**src/hw/rtl/matrix_multiply_engine_assert.svh**
```systemverilog
// assertion macros for the matrix multiply engine
// used by files that check their own control logic; no other dependencies
`ifndef MATRIX_MULTIPLY_ENGINE_ASSERT_SVH
`define MATRIX_MULTIPLY_ENGINE_ASSERT_SVH

// same-cycle implication, disabled while reset is high
`define MME_ASSERT_IMP(label, clk, rst, ante, cons) \
  label: assert property (@(posedge clk) disable iff (rst) (ante) |-> (cons)) \
    else $error("mme implication check failed");

// next-cycle implication, disabled while reset is high
`define MME_ASSERT_NXT(label, clk, rst, ante, cons) \
  label: assert property (@(posedge clk) disable iff (rst) (ante) |=> (cons)) \
    else $error("mme next-cycle check failed");

`endif

```
**src/hw/rtl/mme_pkg.sv**
```systemverilog
// shared types and constants of the matrix multiply engine
// no dependencies
`timescale 1ns / 1ps

package mme_pkg;

  // field widths of the channels
  localparam int OP_W      = 2;
  localparam int IDX_W     = 4;
  localparam int VAL_W     = 16;
  localparam int SIZE_W    = 5;
  localparam int CFG_IDX_W = 2;
  localparam int RES_W     = 32;

  // operation codes
  localparam logic [OP_W-1:0] OP_WRITE_LEFT  = 2'd0;
  localparam logic [OP_W-1:0] OP_WRITE_RIGHT = 2'd1;
  localparam logic [OP_W-1:0] OP_REQUEST     = 2'd2;

  // configuration register indexes
  localparam logic [CFG_IDX_W-1:0] REG_LEFT_ROWS  = 2'd0;
  localparam logic [CFG_IDX_W-1:0] REG_INNER_SIZE = 2'd1;
  localparam logic [CFG_IDX_W-1:0] REG_RIGHT_COLS = 2'd2;

  localparam logic [SIZE_W-1:0] SIZE_RESET = 5'd16;

  // status codes
  localparam logic STATUS_OK    = 1'b0;
  localparam logic STATUS_RANGE = 1'b1;

  // control from the sequencer to the multiply-accumulate unit
  typedef struct packed {
    logic clear;
    logic term_valid;
  } mac_ctl_t;

endpackage

```
**src/hw/rtl/mme_mac.sv**
```systemverilog
// shared multiply-accumulate unit with 32-bit saturation of the sum
// depends on mme_pkg
`timescale 1ns / 1ps

module mme_mac #(
  parameter int OPERAND_BITS = 16,
  parameter int TERM_BITS    = 5
) (
  input  logic                             clk,
  input  logic                             rst,
  input  mme_pkg::mac_ctl_t                ctl,
  input  logic signed [OPERAND_BITS-1:0]   a,
  input  logic signed [OPERAND_BITS-1:0]   b,
  output logic                             busy,
  output logic signed [mme_pkg::RES_W-1:0] sum
);

  localparam int PROD_W = 2 * OPERAND_BITS;
  localparam int ACC_RAW_W = PROD_W + TERM_BITS;
  localparam int ACC_W = (ACC_RAW_W > mme_pkg::RES_W) ? ACC_RAW_W : mme_pkg::RES_W + 1;
  localparam logic [mme_pkg::RES_W-1:0] SAT_POS = {1'b0, {(mme_pkg::RES_W-1){1'b1}}};
  localparam logic [mme_pkg::RES_W-1:0] SAT_NEG = {1'b1, {(mme_pkg::RES_W-1){1'b0}}};

  logic                     prod_vld;
  logic signed [PROD_W-1:0] prod;
  logic signed [ACC_W-1:0]  acc;
  logic [ACC_W-mme_pkg::RES_W:0] acc_top;
  logic                     fits;

  // product stage valid
  always_ff @(posedge clk) begin
    if (rst) begin
      prod_vld <= 1'b0;
    end else begin
      prod_vld <= ctl.term_valid;
    end
  end

  // product register
  always_ff @(posedge clk) begin
    if (ctl.term_valid) begin
      prod <= a * b;
    end
  end

  // exact accumulator, cleared at the start of each request
  always_ff @(posedge clk) begin
    if (ctl.clear) begin
      acc <= '0;
    end else if (prod_vld) begin
      acc <= acc + ACC_W'(prod);
    end
  end

  // saturate to 32 bits when the upper bits are not a pure sign extension
  assign acc_top = acc[ACC_W-1:mme_pkg::RES_W-1];
  assign fits    = (&acc_top) || !(|acc_top);
  assign sum     = fits ? acc[mme_pkg::RES_W-1:0] : (acc[ACC_W-1] ? SAT_NEG : SAT_POS);
  assign busy    = prod_vld;

endmodule

```
**config.mk**
```make
export PLATFORM = sky130hd
export DESIGN_NAME = mme_mac
export DESIGN_NICKNAME = d
export VERILOG_FILES = /design/src/hw/rtl/matrix_multiply_engine_assert.svh /design/src/hw/rtl/mme_pkg.sv /design/src/hw/rtl/mme_mac.sv
export SDC_FILE = /design/constraint.sdc
export NUM_CORES = 1
export LEC_CHECK = 0
export BUFFER_PORTS_ARGS = -buffer_cell sky130_fd_sc_hd__buf_2
export CORE_AREA = 4 4 197 122
export DETAILED_ROUTE_END_ITERATION = 6
export DIE_AREA = 0 0 201 126
export PLACE_DENSITY = 0.83
export SKIP_LAST_GASP = 1
export SYNTH_ARGS = -nofsm -noshare
export SYNTH_HDL_FRONTEND = slang
export SYNTH_SLANG_ARGS = --single-unit
```
**constraint.sdc**
```tcl
create_clock -name clk -period 6.5 [get_ports clk]
set_input_delay 0.65 -clock clk [delete_from_list [all_inputs] [get_ports clk]]
set_output_delay 0.65 -clock clk [all_outputs]
set_load 0.02 [all_outputs]
```
==> flow_metrics.py <==
metrics = {
    "yosys": {
        "ys.flop_type": "dfxtp_1",
        "ys_warn_count": 0,
        "synth_edf_count": 32,
        "synth_top_area_share_pct": 36.9,
        "ys_top_cells_by_area": "fa_1, ha_1, inv_1",
        "ys_ff_latch": 70,
        "synth_area_per_cell_sq_um": 9.18,
        "synth_cells": 1555,
        "yosysMostFrequentCell": "inv_1",
        "seq_area_frac_synth_pct": 12.1,
        "yosys-top-cells-count": "inv_1, fa_1, nand2_1, and2_1, ha_1",
        "yosysTopAreaCell": "fa_1",
        "synth.distinct_cells": 70,
        "synth-async-reset-ratio_pct": 0,
        "synth_nets": 1972,
        "syn_area_sq_mm": 0.0143,
    },
    "outcome": {
        "status": "finished, final reports clean",
    },
    "global_routing": {
        "grt_max_degree": 43,
        "antenna_found_initial": 0,
        "use_met1_pct": 36.3,
        "top_usage_layer": "met2",
        "grt_overflow": 0,
        "grt_pass1_wl_um": 56400,
        "grt_pass1_vias": 11900,
        "grtUsageMet2_pct": 45.9,
        "grt_util_met3_pct": 5.19,
        "grtUsageTotal_pct": 26.9,
    },
    "clock_tree": {
        "post-cts-setup-buffers": 0,
        "cts_resized": 0,
        "cts_root_buffer": "clkbuf_16",
        "path_clk_slew_ns": 0.06,
        "cts_max_path_buffers": 2,
        "cts_sinks": 70,
        "cts_tree": "done",
        "clock_latency_ns": 0.33,
        "cts_made_buffers": 9,
        "htreeDepth": 3,
        "postCtsHoldBufs": 0,
    },
    "timing": {
        "setup_violations": 0,
        "min_period_over_period_pct": 95.7,
        "drv_slew": 0,
        "max_slew.worst_pin.slew_ns": 0.891,
        "slew_headroom_pct": 40.2,
        "clock_skew_ns": 0.00896,
        "fmax_ghz": 0.161,
        "fin_crit_ns": 6.22,
        "hold_viol_final": 0,
    },
    "floorplan": {
        "coreArea_sq_mm": 0.0220,
        "core.rowCount": 42,
        "io_pins": 69,
        "die_h_um": 126,
        "initial_core_util_pct": 64.8,
        "die_w_um": 201,
        "dieArea_sq_mm": 0.0253,
    },
    "routing": {
        "first_pass_iters": 6,
        "drc": 0,
        "via_per_inst": 5.79,
        "final_antenna_net_count": 0,
        "totalWireLength_um": 32500,
        "num_vias": 10900,
        "wl_per_cell_um": 17.2,
        "drt-initial-drc-count": 907,
    },
    "cells_and_area": {
        "nets": 2017,
        "n_antenna_cell": 0,
        "layout.area.seq_sq_mm": 0.00172,
        "syn_to_final_growth_pct": 6.54,
        "fin_util_pct": 69.0,
        "drive_above_1_share_pct": 8.04,
        "multi_input_area_sq_mm": 0.0112,
        "n_fill_cell": 1694,
    },
    "setup_path": {
        "crit_type": "input pin to register",
        "critPathBufInv": 5,
        "cp_cell_sequence": "buf_2 -> nand2_1 -> fa_1 -> fa_1 -> fa_1 -> inv_1 -> fa_1 -> fa_1 -> inv_1 -> fa_1 -> inv_1 -> ha_1 -> inv_1 -> o21ai_0 -> a21oi_1 -> a21boi_1 -> o211ai_1 -> nand3_1 -> and3_1 -> a211o_1 -> xnor2_1",
        "critPathMostFrequentCell": "fa_1",
        "startpoint_type": "input pin",
        "required_ns": 6.58,
        "cp.arrival_ns": 6.30,
        "critPathTopFamily": "adder cells",
        "worst-path-max-fanout": 16,
        "endpoint_kind": "register",
        "slowest_delay_ns": 0.56,
        "critical-path-slowest-cell": "fa_1",
    },
    "place": {
        "gp_congestion": 0.939,
        "port_buffers": 68,
        "dpl.hpwl_um": 26600,
    },
    "flow_run": {
        "drv_cap": 0,
    },
    "hold_path": {
        "hp-class": "input pin to register",
    },
}
area by class of cell:
cell class                      count  area share [%]
Sequential cell                    70            11.3
Timing Repair Buffer               87            3.23
Tap cell                          286            2.35
Clock buffer                       12            1.69
Clock inverter                      4           0.305
Inverter                          299            7.38
Multi-Input combinational cell   1133            73.7
logic make-up after synthesis:
group           count (synthesis)  synth area share, %
compound gates                225                 10.8
xor+xnor                       49                 3.01
fa+ha+maj                     381                 47.2
buf+inv                       352                 9.51
flops                          70                 12.1
mux                            17                 1.19
simple gates                  461                 16.1
final timing paths:
path                              start  endpoint  slack, ns  cells past startpoint
worst min-delay path                rst      busy       0.47                      2
worst max register to register   acc[0]   acc[22]       3.08                     12
worst max-delay path              a[10]  prod[31]       0.28                     21
worst min register to register  acc[15]   acc[15]       0.50                      2
flip-flops by register name (all words and copies together), names as in the netlist:
signal and count:
acc 37, busy 1, prod 32
cells in the final DEF, fill, tap and decap left out, types with 37 or more instances in the layout:
master   count
a21oi_1     47
xnor2_1     37
o21ai_0     39
inv_1      298
and2_1     129
buf_2       65
nor2_1      69
fa_1       263
dfxtp_1     38
nand2_1    160
ha_1       118
a21o_1      48
metal layers:
| layer | up-vias | routed length (um) |
|---|---|---|
| met1 | 5444 | 13700 |
| li1 | 5005 | - |
| met5 | - | 0 |
| met2 | 425 | 15700 |
| met4 | 0 | 692 |
| met3 | 69 | 2330 |
through the flow:
stage                     area [sq um]  instances  worst slack (ns)  setup TNS, ns  hold WS, ns
after CTS                        15200       1891             0.292              0        0.464
after floorplan                  14300       1555             0.432              0        0.458
after detailed placement         14900       1875           -0.0447         -0.120        0.492
after global placement           14900       1875             0.147              0        0.480
after global routing             15200       1891          -0.00250       -0.00250        0.464
final                            15200       1891             0.280              0        0.469
Power is not shown: default switching activity piles up to over one toggle a cycle in this logic, so the estimate is an artifact.
